<file path="src/rtl/integer_square_root_u64_top_defines.svh">
// Assertion macros shared by the integer square root RTL.
`ifndef INTEGER_SQUARE_ROOT_U64_TOP_DEFINES_SVH
`define INTEGER_SQUARE_ROOT_U64_TOP_DEFINES_SVH

// Check that a condition implies a consequence on every clock edge out of reset.
`define ISR_ASSERT_IMPLY(label, clk, rst_n, ante, cons) \
	label: assert property (@(posedge clk) disable iff (!(rst_n)) (ante) |-> (cons)) \
		else $error("isr: implication check failed");

// Check that a condition never holds on any clock edge out of reset.
`define ISR_ASSERT_NEVER(label, clk, rst_n, cond) \
	label: assert property (@(posedge clk) disable iff (!(rst_n)) !(cond)) \
		else $error("isr: forbidden condition seen");

`endif

</file>
<file path="src/rtl/isr_pkg.sv">
// Widths, stage record and constants for the integer square root pipeline.
package isr_pkg;

	// Operand width in use; bits of the port above it are ignored
	localparam int OPERAND_WIDTH = 64;
	// Width of the operand and result ports
	localparam int PORT_W = 64;
	// Operand padded to an even width so that each cell takes one bit pair
	localparam int PAD_W = OPERAND_WIDTH + (OPERAND_WIDTH % 2);
	// One cell per root bit
	localparam int N_STEPS = PAD_W / 2;
	localparam int ROOT_W = N_STEPS;
	// Partial remainder with room for the trial value of the last cell
	localparam int REM_W = ROOT_W + 2;

	// All-ones sentinel of the operand width
	localparam logic [OPERAND_WIDTH-1:0] VOID_CODE = '1;

	// Data handed from one cell to the next
	typedef struct packed {
		logic              is_void;
		logic [REM_W-1:0]  rem;
		logic [ROOT_W-1:0] root;
		logic [PAD_W-1:0]  opd;
	} isr_stage_t;

endpackage

</file>
<file path="src/rtl/isr_cell.sv">
// One restoring square root cell: takes one operand bit pair and yields one root bit.
module isr_cell (
	input  logic               clk,
	input  logic               arst_n,
	input  logic               in_valid,
	input  isr_pkg::isr_stage_t in_data,
	output logic               out_valid,
	output isr_pkg::isr_stage_t out_data
);

	logic [isr_pkg::REM_W-1:0] cur;
	logic [isr_pkg::REM_W-1:0] trial;
	logic [isr_pkg::REM_W-1:0] diff;
	logic                      fits;
	isr_pkg::isr_stage_t       nxt;
	logic                      valid_s1;
	isr_pkg::isr_stage_t       data_s1;

	// Bring down the next bit pair and try the root with a one appended
	always_comb begin
		cur   = {in_data.rem[isr_pkg::REM_W-3:0], in_data.opd[isr_pkg::PAD_W-1 -: 2]};
		trial = {in_data.root, 2'b01};
		fits  = (cur >= trial);
		diff  = cur - trial;
		nxt.is_void = in_data.is_void;
		nxt.opd     = {in_data.opd[isr_pkg::PAD_W-3:0], 2'b00};
		if (fits) begin
			nxt.rem  = diff;
			nxt.root = {in_data.root[isr_pkg::ROOT_W-2:0], 1'b1};
		end else begin
			nxt.rem  = cur;
			nxt.root = {in_data.root[isr_pkg::ROOT_W-2:0], 1'b0};
		end
	end

	// Advance the valid mark
	always_ff @(posedge clk or negedge arst_n) begin
		if (!arst_n) begin
			valid_s1 <= 1'b0;
		end else begin
			valid_s1 <= in_valid;
		end
	end

	// Advance the payload
	always_ff @(posedge clk) begin
		data_s1 <= nxt;
	end

	assign out_valid = valid_s1;
	assign out_data  = data_s1;

endmodule

</file>
<file path="config.mk">
export PLATFORM = sky130hd
export DESIGN_NAME = isr_cell
export DESIGN_NICKNAME = d
export VERILOG_FILES = /design/src/rtl/integer_square_root_u64_top_defines.svh /design/src/rtl/isr_pkg.sv /design/src/rtl/isr_cell.sv
export SDC_FILE = /design/constraint.sdc
export NUM_CORES = 1
export LEC_CHECK = 0
export ABC_CLOCK_PERIOD_IN_PS = 800
export BUFFER_PORTS_ARGS = -buffer_cell sky130_fd_sc_hd__buf_2
export CAP_MARGIN = 20
export CORE_UTILIZATION = 30
export DETAILED_ROUTE_END_ITERATION = 16
export GPL_TIMING_DRIVEN = 1
export HOLD_SLACK_MARGIN = 0.05
export PLACE_DENSITY_LB_ADDON = 0.2
export SYNTH_ARGS = -nofsm -noshare
export SYNTH_HDL_FRONTEND = slang
export SYNTH_SLANG_ARGS = --single-unit
export TNS_END_PERCENT = 5
</file>
<file path="constraint.sdc">
create_clock -name clk -period 0.8 [get_ports clk]
set_clock_uncertainty 0.1 [all_clocks]
set_input_delay 0.04 -clock clk [delete_from_list [all_inputs] [get_ports clk]]
set_output_delay 0.04 -clock clk [all_outputs]
set_load 0.02 [all_outputs]
</file>
==> impl_results.md <==
* Outcome: finished, violations left
* Failing checks: negative hold slack, negative setup slack
* Power Density at 1970 mW/mm²
* Sw Ratio at 29.8%
* Initial DRC Count at 170
* Mapped Avg Cell Area at 10.7 µm²
* Final setup viols at 165
* Startpoint types: input pin
* Initial antenna violation count at 2
* GPL Wtd Cong at between 0.8 and 0.9
* IO Port Bufs at around 260
* Placed inst area at just under 0.008 mm²
* Final nets at between 1000 and 1500
* Cell Area, Synth at 0.00528 mm²
* Clock share of power at 36.1%
* Initial Util at 30.6%
* Core area at 0.0172 mm²
* Die span in y at 135 µm
* GR peak layer: met2
* Worst slew pin tran at 0.488 ns
* RSZ-0062 raised after global routing: yes
* Total CTS buffers at 17
* Fin. Hold Viols at 8
* HP Class: input pin to register
* Via count at 5698
* Placed Cells incl. Taps at between 1000 and 1500
* Final slew viol count at 0
* Part of the power in registers at 33.4%
* ANT cells at 0
* Worst hold slack at -0.163 ns
* Root Buffer: clkbuf_16
* Routed len/inst at 16.5 µm
* Max-slew headroom at about two thirds
* Top_reg_cell synth: dfxtp_1
* CTS tree: done
* Fin crit period at 1.96 ns
* Total Die Area at 0.0181 mm²
* Fmax at between 500 and 600 MHz
* Hold worst-path end: out_data[115]$_DFF_P_
* MaxCap Viol Count at 0
* Worst Hold Path Cells at 3
* Met3 Use GR at 5.93%
* Psw at 0.00666 W
* FP Rows at 48
* All-Layer GR Usage at 23.1%
* Overall power at between 0.02 and 0.025 W
* First-pass GRT wire length at ~32000 µm
* Register area share after synthesis at 49.4%
* Clock Path Buffers at 2
* Crit Path Max Fanout at 8
* Post-Layout Cell Count at 1264
* VDD IR max at 1.54 mV
* Vias in the first global route at 6135
* Cell leakage power at ~5.3 nW
* GRT Residual Overflow at 0
* WP data arrival at between 2 and 2.5 ns
* Final instance area at 0.0114 mm²
* Internal at ~0.016 W
* H-tree levels at 4
* PnR worst setup slack at -1.16 ns
* Detailed placer's ending HPWL at 13400 µm
* Post-synth EDFFs at 0
* Setup WS pre-CTS at -1.83 ns
* Setup Crit Path Kind: input pin to register
* CP required at 1.01 ns
* Worst-path clk slew at 0.07 ns
* Width of the die at 135 µm
* Hold Crit Start: in_data[113]
* Number of distinct library cells after synthesis at between 60 and 70
* Synth warnings at 0
* Routed Antenna Nets at 0
* Met1 Use GR at 24.7%
* Num Clock Sinks at 130
* TritonRoute pass-1 iters at 5
* Flops & latches, synth at 130
* Commonest non-fill, non-tap cell in the layout: buf_6
* Via/cell ratio at 4.51
* Area growth from synthesis to layout at 116%
* Mapped Cells at 491
* Most frequent cells in the layout: buf_6, buf_4, dfxtp_2
* Share of layout cells above drive strength 1 at 66.1%
* Comb pwr share at roughly 31%
* DRC at 0
* Crit path capture type: register
* Finished Core Util at between 60 and 70%
* Period utilization at 246%
* Final WL at 20800 µm
* Async SR Flop Fraction at 0.769%
* GRT met2 Usage at between 40 and 50%
* # IOs at 266
* Largest net degree at the start of global routing at 17
## power groups by stage
stage	logic, W	clock network, W	registers [W]
floorplan	0.00208	0	0.00807
global placement	0.00491	0	0.00734
detailed placement	0.00495	0	0.00734
CTS	0.00657	0.00817	0.00745
global route	0.00729	0.00853	0.00752
finish	0.00684	0.00807	0.00747
## worst max path at each step
stage,cells past startpoint,endpoint,slack [ns],from
after floorplan,11,out_data[100]$_DFF_P_,-1.52,in_data[96]
after CTS,14,out_data[108]$_DFF_P_,-1.17,in_data[72]
after global routing,13,out_data[121]$_DFF_P_,-1.25,in_data[72]
after detailed placement,11,out_data[127]$_DFF_P_,-1.83,in_data[68]
final,14,out_data[111]$_DFF_P_,-1.16,in_data[71]
after global placement,11,out_data[127]$_DFF_P_,-1.77,in_data[68]
## flip-flops by register name, summed over array words and instances, names as in the netlist
| name | flops |
|---|---|
| out_data | 129 |
| out_valid | 1 |
## layer usage
metal,up-vias,share of wire [%],wire length [µm]
met5,-,0.13,27
met4,4,2.8,592
met3,46,5.6,1160
met2,203,52,10900
met1,2649,39,8180
li1,2796,-,-
## cell usage after synthesis, types with 3 or more instances
library cell | count | area share [%]
nor2_1 | 18 | 1.3
nand2_1 | 24 | 1.7
buf_2 | 3 | 0.28
nand3_1 | 11 | 1.0
a21o_1 | 16 | 2.3
nand4_1 | 3 | 0.36
or3_1 | 3 | 0.36
a31oi_1 | 4 | 0.47
dfxtp_1 | 129 | 49
o311ai_0 | 3 | 0.50
buf_4 | 3 | 0.43
mux2_4 | 20 | 5.7
xor2_1 | 9 | 1.5
inv_1 | 42 | 3.0
nor3_1 | 10 | 0.95
a21oi_1 | 41 | 3.9
a211oi_1 | 6 | 0.85
clkbuf_1 | 5 | 0.36
o21ai_0 | 22 | 2.1
xnor2_1 | 17 | 2.8
nand2b_1 | 4 | 0.47
o21a_1 | 4 | 0.57
and3_1 | 8 | 0.95
ha_1 | 34 | 8.1
## cells by family after synthesis
| kind of cell | after synthesis | share of synthesized area [%] |
|---|---|---|
| buffers and inverters | 56 | 5.03 |
| and+or+nand+nor | 95 | 9.84 |
| other | 1 | 0.0711 |
| DFF | 130 | 49.4 |
| xor gates and xnor gates | 26 | 4.32 |
| adders and majority gates | 34 | 8.06 |
| AOI/OAI and AO/OA | 127 | 17.2 |
| muxes | 22 | 6.09 |
## through the flow
stage                     hold WS, ns  TNS, ns
after floorplan                -0.356   -49.87
after global placement         -0.286   -58.66
after detailed placement       -0.284   -59.15
after CTS                      -0.233   -67.53
after global routing           -0.160   -72.00
final                          -0.163   -66.14
## worst max-delay path, cell delays in order
cell and delay (ns):
buf_8 0.08, inv_4 0.03, ha_4 0.28, buf_6 0.10, nand3_4 0.08, nor4b_4 0.28, o31ai_4 0.14, a21oi_2 0.22
o21ai_4 0.09, a21boi_4 0.23, nor2_8 0.08, clkinv_8 0.09, buf_12 0.14, mux2_4 0.30
## cell type report
| cell class | count | area (µm²) |
|---|---|---|
| Tap cell | 225 | 282 |
| Sequential cell | 130 | 2770 |
| Clock buffer | 18 | 429 |
| Fill cell | 1250 | 5850 |
| Timing Repair Buffer | 528 | 4600 |
| Multi-Input combinational cell | 306 | 2950 |
| Inverter | 43 | 184 |
| Clock inverter | 14 | 170 |
## repair_timing
action                                 in CTS  in global routing
endpoints found under the hold margin     130                  9
gates resized for setup                   474                 42
gates cloned                                1                  0
buffers inserted                           12                  5
pin swaps                                  41                 10
setup endpoints to repair                 165                165
hold buffers                              122                  1
Note: power is estimated with default switching activity, not from simulation.
